## config.mk

```make
export PLATFORM = sky130hd
export DESIGN_NAME = glzw_packer
export DESIGN_NICKNAME = d
export VERILOG_FILES = /design/src/hw/rtl/glzw_pkg.sv /design/src/hw/rtl/glzw_packer.sv
export VERILOG_INCLUDE_DIRS = /design/src /design/src/hw/rtl
export SDC_FILE = /design/constraint.sdc
export NUM_CORES = 1
export LEC_CHECK = 0
export BUFFER_PORTS_ARGS = -buffer_cell sky130_fd_sc_hd__buf_2
export CORE_MARGIN = 2
export CORE_UTILIZATION = 59
export DETAILED_ROUTE_END_ITERATION = 10
export GPL_TIMING_DRIVEN = 0
export PLACE_DENSITY = 0.81
export SYNTH_ARGS = -nofsm -noshare
export SYNTH_HDL_FRONTEND = slang
export SYNTH_SLANG_ARGS = --single-unit
```

## constraint.sdc

```tcl
create_clock -name clk -period 7.2 [get_ports clk]
set_input_delay 0.72 -clock clk [delete_from_list [all_inputs] [get_ports clk]]
set_output_delay 0.72 -clock clk [all_outputs]
set_load 0.01 [all_outputs]
```

## src/hw/rtl/gif_lzw_code_stream_encoder_defines.svh

```systemverilog
// ----------------------------------------------------------------------------
// GIF LZW encoder assertion macros
// Shared concurrent assertion forms; clocked on clk, quiet while arst_n is low.
// ----------------------------------------------------------------------------
`ifndef GIF_LZW_CODE_STREAM_ENCODER_DEFINES_SVH
`define GIF_LZW_CODE_STREAM_ENCODER_DEFINES_SVH

// Consequent must hold in the same cycle as the antecedent
`define GLZW_ASSERT_NOW(lbl, ante, cons, msg) \
	lbl: assert property (@(posedge clk) disable iff (!arst_n) (ante) |-> (cons)) \
		else $error(msg);

// Consequent must hold in the cycle after the antecedent
`define GLZW_ASSERT_NEXT(lbl, ante, cons, msg) \
	lbl: assert property (@(posedge clk) disable iff (!arst_n) (ante) |=> (cons)) \
		else $error(msg);

`endif

```

## src/hw/rtl/glzw_pkg.sv

```systemverilog
// ----------------------------------------------------------------------------
// glzw_pkg
// Types and fixed constants shared by the GIF LZW code-stream encoder.
// ----------------------------------------------------------------------------
package glzw_pkg;

	// Code space of the GIF LZW dictionary
	localparam int MAX_CODES = 4096;
	localparam int CODE_W    = 12;
	localparam int NC_W      = 13;
	localparam int CW_W      = 4;
	localparam int MAX_WIDTH = 12;

	// Codes one item can put out: prefix, clear, final prefix, end-of-information
	localparam int NUM_SLOTS = 4;
	localparam int CNT_W     = $clog2(NUM_SLOTS + 1);
	localparam int SUMW_W    = 6;

	// Bit packer: up to seven pending bits plus one full-width code
	localparam int ACC_W     = 20;
	localparam int BITS_W    = 5;
	localparam int BYTES_W   = 3;

	// Codes of one item, lowest slot first
	typedef struct packed {
		logic [NUM_SLOTS-1:0][CODE_W-1:0] code;
		logic [NUM_SLOTS-1:0][CW_W-1:0]   width;
		logic [CNT_W-1:0]                 n;
		logic [SUMW_W-1:0]                sumw;
		logic                             flush;
	} bundle_t;

	// Matcher status seen by the input handshake
	typedef struct packed {
		logic busy_s1;
		logic clearing;
	} mt_status_t;

endpackage

```

## src/hw/rtl/glzw_packer.sv

```systemverilog
// ----------------------------------------------------------------------------
// glzw_packer
// Packs variable-width codes LSB first into bytes, one code in and one byte
// out per cycle while the output is not stalled, and marks the last byte of each item and of the image.
// ----------------------------------------------------------------------------
`include "gif_lzw_code_stream_encoder_defines.svh"

module glzw_packer
	import glzw_pkg::*;
(
	input  logic       clk,
	input  logic       arst_n,
	input  logic       push,
	input  bundle_t    bundle,
	output logic       slot_full,
	output logic       m_tvalid,
	input  logic       m_tready,
	output logic [7:0] m_tdata,
	output logic       m_tlast,
	output logic       m_tuser
);

	// Slot: one item's codes waiting for the packer
	bundle_t                          slot_q;
	logic                             slot_v_q;

	// Working item
	logic [NUM_SLOTS-1:0][CODE_W-1:0] wcode_q;
	logic [NUM_SLOTS-1:0][CW_W-1:0]   wwidth_q;
	logic [CNT_W-1:0]                 wn_q;
	logic                             wflush_q;
	logic [BYTES_W-1:0]               bytes_left_q;

	// Bit accumulator
	logic [ACC_W-1:0]                 acc_q;
	logic [BITS_W-1:0]                cnt_q;

	// Output register
	logic                             m_valid_q;
	logic [7:0]                       m_data_q;
	logic                             m_last_q;
	logic                             m_user_q;

	logic                             busy;
	logic                             load;
	logic                             out_free;
	logic                             emit;
	logic                             final_byte;
	logic                             merge;
	logic [ACC_W-1:0]                 acc_a;
	logic [BITS_W-1:0]                cnt_a;
	logic [ACC_W-1:0]                 acc_n;
	logic [BITS_W-1:0]                cnt_n;
	logic [SUMW_W-1:0]                total_bits;

	assign busy     = (wn_q != '0) || (bytes_left_q != '0);
	assign load     = slot_v_q && !busy;
	assign out_free = !m_valid_q || m_tready;

	// Emit a full byte, or the padded tail once every code is in
	assign emit = (bytes_left_q != '0) && out_free
		&& ((cnt_q >= BITS_W'(8)) || ((wn_q == '0) && wflush_q));
	assign final_byte = (bytes_left_q == BYTES_W'(1));

	always_comb begin
		acc_a = acc_q;
		cnt_a = cnt_q;
		if (emit) begin
			acc_a = acc_q >> 8;
			cnt_a = (cnt_q >= BITS_W'(8)) ? cnt_q - BITS_W'(8) : '0;
		end
	end

	// Merge the next code above the pending bits
	assign merge = (wn_q != '0) && (cnt_a < BITS_W'(8));
	assign acc_n = acc_a | (ACC_W'(wcode_q[0]) << cnt_a[2:0]);
	assign cnt_n = cnt_a + BITS_W'(wwidth_q[0]);

	// Byte count of a new item: pending bits plus its codes, rounded up on flush
	assign total_bits = SUMW_W'(cnt_q[2:0]) + slot_q.sumw
		+ (slot_q.flush ? SUMW_W'(7) : SUMW_W'(0));

	// Slot fill and drain
	always_ff @(posedge clk or negedge arst_n) begin
		if (!arst_n) begin
			slot_v_q <= 1'b0;
		end else if (push) begin
			slot_v_q <= 1'b1;
		end else if (load) begin
			slot_v_q <= 1'b0;
		end
	end

	always_ff @(posedge clk) begin
		if (push) begin
			slot_q <= bundle;
		end
	end

	// Working item: take codes from the slot, shift them out one by one
	always_ff @(posedge clk or negedge arst_n) begin
		if (!arst_n) begin
			wn_q         <= '0;
			wflush_q     <= 1'b0;
			bytes_left_q <= '0;
			acc_q        <= '0;
			cnt_q        <= '0;
		end else if (load) begin
			wn_q         <= slot_q.n;
			wflush_q     <= slot_q.flush;
			bytes_left_q <= total_bits[SUMW_W-1:3];
		end else begin
			if (emit) begin
				bytes_left_q <= bytes_left_q - BYTES_W'(1);
			end
			if (emit && final_byte && wflush_q) begin
				acc_q <= '0;
				cnt_q <= '0;
			end else if (merge) begin
				acc_q <= acc_n;
				cnt_q <= cnt_n;
				wn_q  <= wn_q - CNT_W'(1);
			end else begin
				acc_q <= acc_a;
				cnt_q <= cnt_a;
			end
		end
	end

	always_ff @(posedge clk) begin
		if (load) begin
			wcode_q  <= slot_q.code;
			wwidth_q <= slot_q.width;
		end else if (merge) begin
			for (int i = 0; i < NUM_SLOTS - 1; i++) begin
				wcode_q[i]  <= wcode_q[i+1];
				wwidth_q[i] <= wwidth_q[i+1];
			end
			wcode_q[NUM_SLOTS-1]  <= '0;
			wwidth_q[NUM_SLOTS-1] <= '0;
		end
	end

	// Output register: hold until the transfer completes
	always_ff @(posedge clk or negedge arst_n) begin
		if (!arst_n) begin
			m_valid_q <= 1'b0;
		end else if (emit) begin
			m_valid_q <= 1'b1;
		end else if (m_tready) begin
			m_valid_q <= 1'b0;
		end
	end

	always_ff @(posedge clk) begin
		if (emit) begin
			m_data_q <= acc_q[7:0];
			m_last_q <= final_byte;
			m_user_q <= final_byte && wflush_q;
		end
	end

	// Slot counts as free in the cycle it hands its item to the packer
	assign slot_full = slot_v_q && !load;
	assign m_tvalid  = m_valid_q;
	assign m_tdata   = m_data_q;
	assign m_tlast   = m_last_q;
	assign m_tuser   = m_user_q;

	`GLZW_ASSERT_NOW(a_idle_cnt, !busy, cnt_q < BITS_W'(8), "pending bits reach a byte when idle")
	`GLZW_ASSERT_NOW(a_push_free, push, !slot_v_q, "item pushed onto a full slot")
	`GLZW_ASSERT_NOW(a_merge_fits, merge, cnt_n <= BITS_W'(19), "accumulator overflow on merge")
	`GLZW_ASSERT_NEXT(a_flush_clean, emit && final_byte && wflush_q, cnt_q == '0,
		"bits left over after image flush")

endmodule

```

# After elaboration in Yosys (flattened, before gate mapping)

Cells that the tools add are included.

Add/subtract/negate cells: 6
Multipliers: 0
Div/mod/pow operators: 0
$lt $le $gt $ge: 2
Eq/ne operators: 2
Shift operators: 1
Muxes and demuxes: 21
Bitwise gates (word level): 1
Reductions and logical operators: 23

Operators with widths:

| kind                                                                   | count |
|---|---|
| 48-bit 2-to-1 mux                                                      | 2 |
| 20-bit 2-to-1 mux                                                      | 3 |
| 16-bit 2-to-1 mux                                                      | 2 |
| 5-bit 2-to-1 mux                                                       | 4 |
| 20-bit OR                                                              | 1 |
| 12-bit by 3-bit left shift with 20-bit output                          | 1 |
| 3-bit 2-to-1 mux                                                       | 6 |
| 1-bit logical AND                                                      | 9 |
| 2-bit nonzero test                                                     | 4 |
| 3-bit by 6-bit adder with 6-bit output                                 | 1 |
| 6-bit by 3-bit adder with 6-bit output                                 | 1 |
| 3-bit nonzero test                                                     | 2 |
| 3-bit by 1-bit subtractor with 3-bit output (second input constant)    | 2 |
| 5-bit by 4-bit adder with 5-bit output                                 | 1 |
| 5-bit by 4-bit >= comparator with 1-bit output (second input constant) | 1 |
| 5-bit by 4-bit < comparator with 1-bit output (second input constant)  | 1 |
| 5-bit by 4-bit subtractor with 5-bit output (second input constant)    | 1 |
| 1-bit 2-to-1 mux                                                       | 4 |
| 3-bit by 1-bit == test with 1-bit output (second input constant)       | 1 |
| 1-bit zero test                                                        | 3 |
| 3-bit zero test                                                        | 1 |
| 1-bit logical OR                                                       | 3 |
| 2-bit inequality test (second input constant)                          | 1 |
| 2-bit AND reduction                                                    | 1 |

Flip-flop bits (word level): 182
Latch bits: 0
Bits in writable memories: 0
Memory bits (read-only): 0
Input bits: 78
Output and inout bits: 12
Word-level logic and storage cells: 85
Memories kept: 0

# Longest topological paths before layout

Gate-level depths: netlist (run 1).

Word-level depth: 10
Mapped depth: 13
Depth with buffers taken out: 12

# Worst setup path before layout (run 1)

OpenSTA, ideal clock, no wires.

Path type: register to register
From: register bytes_left_q[0]
To: register wcode_q[0] (netlist name) (enable)
Setup time: 0.692 ns
Arrival: 2.623 ns
Required time: 6.508 ns
Slack: 3.885 ns
Stages on the path, launching flop included: 8
Path buffers: 2
Clock period less this slack: 3.315 ns
Cell sequence: dfrtp_1 -> inv_1 -> ha_1 -> nor2b_2 -> nand3_1 -> clkbuf_1 -> clkbuf_1 -> nand2_1

Cells in the longest elaborated chain, start to end: 7
Elaborated cells on any way between the ends: 10
Classes of those cells: order compare: 1; mux: 1; reduce/logical: 8

RTL lines:

| what                                          | line                                 | text |
|---|---|---|
| from (decl)                                   | glzw_packer.sv:32                    | `logic [BYTES_W-1:0] bytes_left_q;` |
| from (signal assigned)                        | glzw_packer.sv:111                   | `bytes_left_q <= total_bits[SUMW_W-1:3];` |
| from (signal assigned)                        | glzw_packer.sv:114                   | `bytes_left_q <= bytes_left_q - BYTES_W'(1);` |
| 3-bit nonzero test (*)                        | glzw_packer.sv:56, glzw_packer.sv:61 |  |
| 1-bit logical AND                             | glzw_packer.sv:61                    | `assign emit = (bytes_left_q != '0) && out_free` |
| 1-bit logical AND                             | glzw_packer.sv:62                    | `&& ((cnt_q >= BITS_W'(8)) \|\| ((wn_q == '0) && wflush_q));` |
| 5-bit 2-to-1 mux                              | glzw_packer.sv:68                    | `if (emit) begin` |
| 5-bit by 4-bit < comparator with 1-bit output | glzw_packer.sv:75                    | `assign merge = (wn_q != '0) && (cnt_a < BITS_W'(8));` |
| 1-bit logical AND                             | glzw_packer.sv:75                    |  |
| 2-bit nonzero test (no line) (*)              | n/a                                  |  |
| to (signal assigned)                          | glzw_packer.sv:132                   | `wcode_q <= slot_q.code;` |
| to (signal, indexed assignment)               | glzw_packer.sv:136                   | `wcode_q[i] <= wcode_q[i+1];` |
| to (decl)                                     | glzw_packer.sv:28                    | `logic [NUM_SLOTS-1:0][CODE_W-1:0] wcode_q;` |

Mark *: on every way between the ends. The rest lies on a longest branch, timed or not.
A chain may end at the register's enable or synchronous reset.

# Worst setup path in the final report (run 1)

From: register wn_q[0]
To: register cnt_q[4]

Cells in the longest elaborated chain, start to end: 9
Elaborated cells on any way between the ends: 16
Classes of those cells: add/sub: 1; order compare: 1; mux: 3; reduce/logical: 11

RTL lines:

| what                                          | line               | text |
|---|---|---|
| from (decl)                                   | glzw_packer.sv:30  | `logic [CNT_W-1:0] wn_q;` |
| from (signal assigned)                        | glzw_packer.sv:109 | `wn_q <= slot_q.n;` |
| from (signal assigned)                        | glzw_packer.sv:122 | `wn_q <= wn_q - CNT_W'(1);` |
| 3-bit zero test                               | glzw_packer.sv:62  |  |
| 1-bit logical AND                             | glzw_packer.sv:62  |  |
| 1-bit logical OR                              | glzw_packer.sv:62  |  |
| 1-bit logical AND                             | glzw_packer.sv:62  |  |
| 5-bit 2-to-1 mux                              | glzw_packer.sv:68  |  |
| 5-bit by 4-bit < comparator with 1-bit output | glzw_packer.sv:75  |  |
| 1-bit logical AND                             | glzw_packer.sv:75  |  |
| 5-bit 2-to-1 mux                              | glzw_packer.sv:119 | `end else if (merge) begin` |
| 5-bit 2-to-1 mux                              | glzw_packer.sv:116 | `if (emit && final_byte && wflush_q) begin` |
| to (signal assigned)                          | glzw_packer.sv:121 | `cnt_q <= cnt_n;` |
| to (signal assigned)                          | glzw_packer.sv:125 | `cnt_q <= cnt_a;` |
| to (decl)                                     | glzw_packer.sv:36  | `logic [BITS_W-1:0] cnt_q;` |

Several ways; a longest one is shown, not always the timed one.

==> results.cfg, run 1 <==
[outcome]
outcome = completed

[routing]
wire_per_inst_um = 16.2
ant_nets = 0
wl_um = 14400
drt-initial-drc-count = 340
drcViolationCount = 0
num_vias = 4832
viasPerCell = 5.46
drt_pass1_iterations = 5

[global_routing]
grt_max_degree = 76
antenna_found_initial = 0
global_route.usage.total_pct = 22.2
grt_first_pass_wirelength_um = 23600
overflow = 0
first_global_vias = 4898

[clock_tree]
clock_sinks = 181
post_cts_resize_count = 0
post_cts_buffers = 0
cts_root_buf = clkbuf_16
clk_latency_ps = 440
clkTransAtPathRegs_ps = 70
clock_path_buffers = 2
cts_tree = yes
ctsHtreeMaxLevel = 4
ctsHoldBuffers = 0
numCtsBuffers = 17

[yosys]
yosys_warnings = 0
synth_nets = 684
synth_area_mm2 = 0.00758
synth_ff_type = edfxtp_1
synth_seq_cells = 181
synthCells = 591
postSynthAreaPerCell_um2 = 12.8
ys_seq_area_share_pct = 69.6
async_flop_share_pct = 18.2
yosys.cell_types.count = 58
synth_edf_count = 148

[place]
dpl_cell_area_mm2 = 0.00826
place_hpwl_um = 9910
dp_slack_ps = 3760
placed_cells = 853
place_congestion = 0.873
io_buffers = 89

[layout]
drive_above_1_share_pct = 21.0
diodes = 0
stdcell_count = 885
area.growth.synth_to_final_pct = 17.2
fill_cells = 834
fin_util_pct = 70.6
fin_area_mm2 = 0.00888
num-nets-final = 793

[hold_path]
worst_hold_path_type = in -> async

[timing]
setup_viol = 0
post-route-period-util_pct = 45.8
period_minus_slack_ps = 3290
tightest_slew_ps = 884
relSlewSlack_pct = 41.1
setup_tns_ps = 0
fin_worst_skew_ps = 9.44
slew_viol_final = 0
max_freq_mhz = 304
hold_violations = 0
rsz0062_at_grt = false
fin_ws_ps = 3910

[power]
power.share.switching_pct = 33.6
p_seq_share_pct = 44.6
p_int_mw = 2.68
p_per_area_mw_per_mm2 = 454
peakVddDrop_mv = 0.270
power.switching_mw = 1.36
leakage_nw = 3.66
p_comb_share_pct = 31.4
pwr-share-clk_pct = 23.9

[floorplan]
die_w_um = 117
rows = 41
dieHeight_um = 117
coreArea_mm2 = 0.0126
die_area_mm2 = 0.0138
io_pins = 90
start_util_pct = 60.3

[setup_path]
arrival_ps = 3590
ff2ff_setup_slack_ps = 3910
cp_max_fo = 10
r2r_end = cnt_q[4]
critPathKind = reg -> reg
worst_setup_path_end_kind = flip-flop
crit_path_start_kind = flip-flop
worstReg2RegStart = wn_q[0]
required_ps = 7500
reg2reg_depth = 13

[run]
maxCapViolCount = 0
[worst max-delay path by stage]
stage	start	end	cells past startpoint
after floorplan	bytes_left_q[0]	wcode_q[0]	7
after global placement	bytes_left_q[0]	wcode_q[36]	7
after detailed placement	m_tready	cnt_q[4]	12
after CTS	wn_q[0]	cnt_q[4]	13
after global routing	wn_q[0]	cnt_q[4]	13
final	wn_q[0]	cnt_q[4]	13
[layout by cell type, fill, tap and decap left out, types with 10 or more instances in the layout]
cell type and n:
a21oi_1 14, and2_1 20, buf_2 99, clkbuf_1 15
clkbuf_16 17, dfrtp_1 33, edfxtp_1 148, ha_1 12
nand2_1 177, nor2_1 13, nor2b_1 10, o21ai_0 17
[stage by stage]
stage | power, mW | hold slack [ps]
finish | 4.03 | 336
global route | 4.26 | 399
CTS | 4.04 | 357
detailed placement | 3.07 | 441
global placement | 3.00 | 430
floorplan | 2.69 | 424
[synthesized netlist by cell type, types with 2 or more instances]
master / count / share of area, %
buf_2: 11 / 0.73
mux2_2: 4 / 0.59
a21oi_1: 14 / 0.92
xnor2_1: 4 / 0.46
a211oi_1: 3 / 0.30
dfrtp_1: 33 / 11
or2_2: 2 / 0.17
nor3_1: 2 / 0.13
inv_1: 7 / 0.35
a32oi_1: 2 / 0.23
o221ai_1: 7 / 0.81
a21boi_0: 2 / 0.20
a22o_1: 7 / 0.81
nand2_1: 178 / 8.8
and2_1: 20 / 1.7
a22oi_1: 3 / 0.30
nand3_1: 8 / 0.53
mux2i_1: 6 / 0.79
a21o_1: 3 / 0.30
edfxtp_1: 148 / 59
o211ai_1: 5 / 0.50
o21ai_0: 17 / 1.1
a31oi_1: 7 / 0.58
o21bai_1: 2 / 0.20
and3_1: 5 / 0.41
ha_1: 12 / 2.0
xor2_1: 4 / 0.46
o21ai_1: 3 / 0.20
a311oi_1: 2 / 0.23
nor2b_1: 10 / 0.83
nor3b_1: 2 / 0.20
fa_1: 3 / 0.79
nor2_1: 13 / 0.64
nand2b_1: 4 / 0.33
clkbuf_1: 15 / 0.74
[cell families after synthesis]
group / after synthesis / share of synthesized area, %
AO/OA/AOI/OAI: 86 / 8.01
XOR/XNOR: 8 / 0.925
adder cells (fa/ha/maj): 15 / 2.77
buffers and inverters: 34 / 1.87
flip-flops: 181 / 69.6
multiplexers: 11 / 1.68
AND/OR/NAND/NOR: 256 / 15.2
[state kept, by name, summed over array words and instances, names as in the netlist]
signal	count
wwidth_q	16
wflush_q	1
slot_q	74
bytes_left_q	3
m_tuser	1
m_tlast	1
m_tvalid	1
acc_q	19
m_tdata	8
wn_q	3
wcode_q	48
cnt_q	5
slot_v_q	1
[critical path: stages (launching register included)]
cell and delay, ps:
dfrtp_1 390, inv_1 80, ha_1 180, and3b_1 260, nand4_1 320, clkbuf_1 330
and2_1 240, ha_1 210, fa_1 420, a21o_1 200, a21oi_1 220, a211oi_1 70
o21ai_0 150, o21ai_0 90
[metal layers]
layer | up-vias | GRT usage [%] | share of wire, %
met3 | 25 | 5.89 | 5.7
li1 | 2334 | - | -
met5 | - | 0 | 0
met2 | 169 | 37.4 | 52
met4 | 0 | 10.0 | 1.9
met1 | 2304 | 27.0 | 41
[area by class of cell]
type	count	area, µm²	share of cell area [%]
sequential	181	5270	59.4
multi-input combinational	376	2170	24.4
timing repair buffer	90	468	5.27
clock buffer	17	425	4.79
tap	172	215	2.42
clock inverter	15	190	2.14
buffer	26	111	1.25
inverter	8	30.0	0.338
[power by group through the flow]
stage / Combinational [mW] / Sequential (mW) / Clock [mW]
3_3_place_gp: 1.18 / 1.82 / 0
4_1_cts: 1.27 / 1.80 / 0.975
3_5_place_dp: 1.26 / 1.81 / 0
5_1_grt: 1.41 / 1.83 / 1.02
2_1_floorplan: 0.900 / 1.79 / 0
6_report: 1.27 / 1.80 / 0.965
No activity file was read; power rests on OpenSTA's default activity.
==> run 2: changes to the inputs <==
--- a/config.mk
+++ b/config.mk
@@ -8,10 +8,10 @@
 export LEC_CHECK = 0
 export BUFFER_PORTS_ARGS = -buffer_cell sky130_fd_sc_hd__buf_2
 export CORE_MARGIN = 2
-export CORE_UTILIZATION = 59
+export CORE_UTILIZATION = 52
 export DETAILED_ROUTE_END_ITERATION = 10
 export GPL_TIMING_DRIVEN = 0
-export PLACE_DENSITY = 0.81
+export PLACE_DENSITY = 0.75
 export SYNTH_ARGS = -nofsm -noshare
 export SYNTH_HDL_FRONTEND = slang
 export SYNTH_SLANG_ARGS = --single-unit
==> constraint.sdc (replaced) <==
create_clock -name clk -period 2.9 [get_ports clk]
set_input_delay 0.29 -clock clk [delete_from_list [all_inputs] [get_ports clk]]
set_output_delay 0.29 -clock clk [all_outputs]
set_load 0.01 [all_outputs]
==> run 2 against run 1 <==
  * Die area up 13%
  * Combinational power rose to 2.5 times the previous value
  * Fmax rose by 20%
  * Sequential power grew 150%
  * Critical endpoint unchanged
==> results.cfg, run 2 (synthesis gave the netlist of run 1 again) <==
[outcome]
outcome = completed

[layout]
stdcell_count = 900
final_cell_mix = nand2_1, edfxtp_1, buf_2, dfrtp_1, and2_1
num-nets-final = 796
diodes = 0
regMostFlops = slot_q
fill_cells = 1107
largest_register_ffs = 74
seq_area_mm2 = 0.00527
final_common_cell = nand2_1
area.growth.synth_to_final_pct = 17.3
multi_input_area_mm2 = 0.00221
drive_above_1_share_pct = 22.3
reg_top3 = slot_q (74), wcode_q (48), acc_q (19)

[place]
place_hpwl_um = 9830
place_congestion = 0.846
placed_cells = 864
io_buffers = 89
dp_slack_ps = -706

[setup_path]
required_ps = 3190
arrival_ps = 3030
cp_max_fo = 3
worst_setup_path_end_kind = flip-flop
crit_path_start_kind = flip-flop
ff2ff_setup_slack_ps = 160
critPathKind = reg -> reg

[power]
power.total_mw = 9.78
leakage_nw = 3.66
p_per_area_mw_per_mm2 = 1100
peakVddDrop_mv = 0.611

[timing]
setup_viol = 0
slew_viol_final = 0
max_freq_mhz = 365
hold_violations = 0
hold_slack_ps = 29.4
fin_ws_ps = 157
setup_tns_ps = 0
relSlewSlack_pct = 38.2
tightest_slew_ps = 926
post-route-period-util_pct = 94.6
fin_worst_skew_ps = 13.4
period_minus_slack_ps = 2740
rsz0062_at_grt = true

[clock_tree]
clock_path_buffers = 2
clock_sinks = 181
cts_tree = yes
numCtsBuffers = 17
clk_latency_ps = 430
clkTransAtPathRegs_ps = 70
cts_root_buf = clkbuf_16
ctsHtreeMaxLevel = 4

[routing]
drcViolationCount = 0
drt_pass1_iterations = 5
drt-initial-drc-count = 303
wl_um = 14400
num_vias = 4787
ant_nets = 0
viasPerCell = 5.32
wire_per_inst_um = 16.0

[floorplan]
coreArea_mm2 = 0.0144
die_w_um = 125
die_area_mm2 = 0.0156
io_pins = 90
dieHeight_um = 125
start_util_pct = 52.7
rows = 44

[hold_path]
worst_hold_path_type = in -> reg

[global_routing]
antenna_found_initial = 0
first_global_vias = 4975
global_route.usage.total_pct = 19.5
overflow = 0
grt_first_pass_wirelength_um = 23800
grt_max_degree = 76

[run]
maxCapViolCount = 0
[run 2: changes by cell type in the layout (fill, tap and decap cells not counted), moves of 2 or more]
cell       change
buf_4          +2
bufinv_16      -3
clkbuf_2       +2
clkinv_1       -2
clkinv_4       +3
nand2_8        +2
o21ai_0        -2
o21ai_1        +2
[run 2: layout make-up]
class                      count  share of cell area (%)
buffer                        26                    1.39
clock inverter                13                    1.28
sequential                   181                    59.3
clock buffer                  19                    4.87
tap                          184                    2.59
inverter                       8                   0.338
multi-input combinational    377                    24.9
timing repair buffer          92                    5.32
[run 2: power breakdown]
| part | internal [mW] | total, mW | leakage (nW) | switching (mW) |
|---|---|---|---|---|
| clock | 1.13 | 2.14 | 0.273 | 1.01 |
| sequential | 4.04 | 4.45 | 1.85 | 0.416 |
| combinational | 1.23 | 3.19 | 1.53 | 1.96 |
| total | 6.40 | 9.78 | 3.66 | 3.39 |
[run 2: worst paths after layout]
| path | depth (start not counted) | from | end |
|---|---|---|---|
| hold reg to reg | 0 | acc_q[3] | m_tdata[3] |
| setup / recovery | 13 | wn_q[0] | cnt_q[4] |
| max in group asynchronous | 2 | arst_n | acc_q[4] |
| setup reg to reg | 13 | wn_q[0] | cnt_q[4] |
| hold / removal | 1 | bundle[27] | slot_q[27] |
| min in group asynchronous | 2 | arst_n | bytes_left_q[2] |
[run 2: routing by layer]
| metal | GRT usage [%] | part of all wire, % | vias up |
|---|---|---|---|
| li1 | - | - | 2338 |
| met1 | 24.0 | 42 | 2280 |
| met2 | 32.6 | 52 | 149 |
| met4 | 8.33 | 1.6 | 0 |
| met5 | 0 | 0 | - |
| met3 | 5.07 | 4.8 | 20 |
[run 2: critical path: stages, from the launching register on]
cell and delay [ps]:
dfrtp_1 400, inv_1 90, ha_2 180, and3b_2 230, nand4_1 180, clkbuf_8 190
and2_1 150, ha_1 210, fa_2 360, a21o_1 200, a21oi_2 130, a211oi_1 60
o21ai_1 130, o21ai_0 80
[run 2: stage by stage]
stage          util (%)  instance area [µm²]
2_1_floorplan         -                 7580
3_3_place_gp       57.5                 8260
3_5_place_dp       57.5                 8260
4_1_cts            61.6                 8850
5_1_grt            61.9                 8890
6_report           61.9                 8890
[run 2: timing repair]
item,4_1_cts,5_1_grt
hold buffers,1,0
gates resized for setup,6,10
cloned,0,1
endpoints found under the setup margin,66,101
endpoints found under the hold margin,33,0
pin swaps,1,1
buffers inserted,1,1
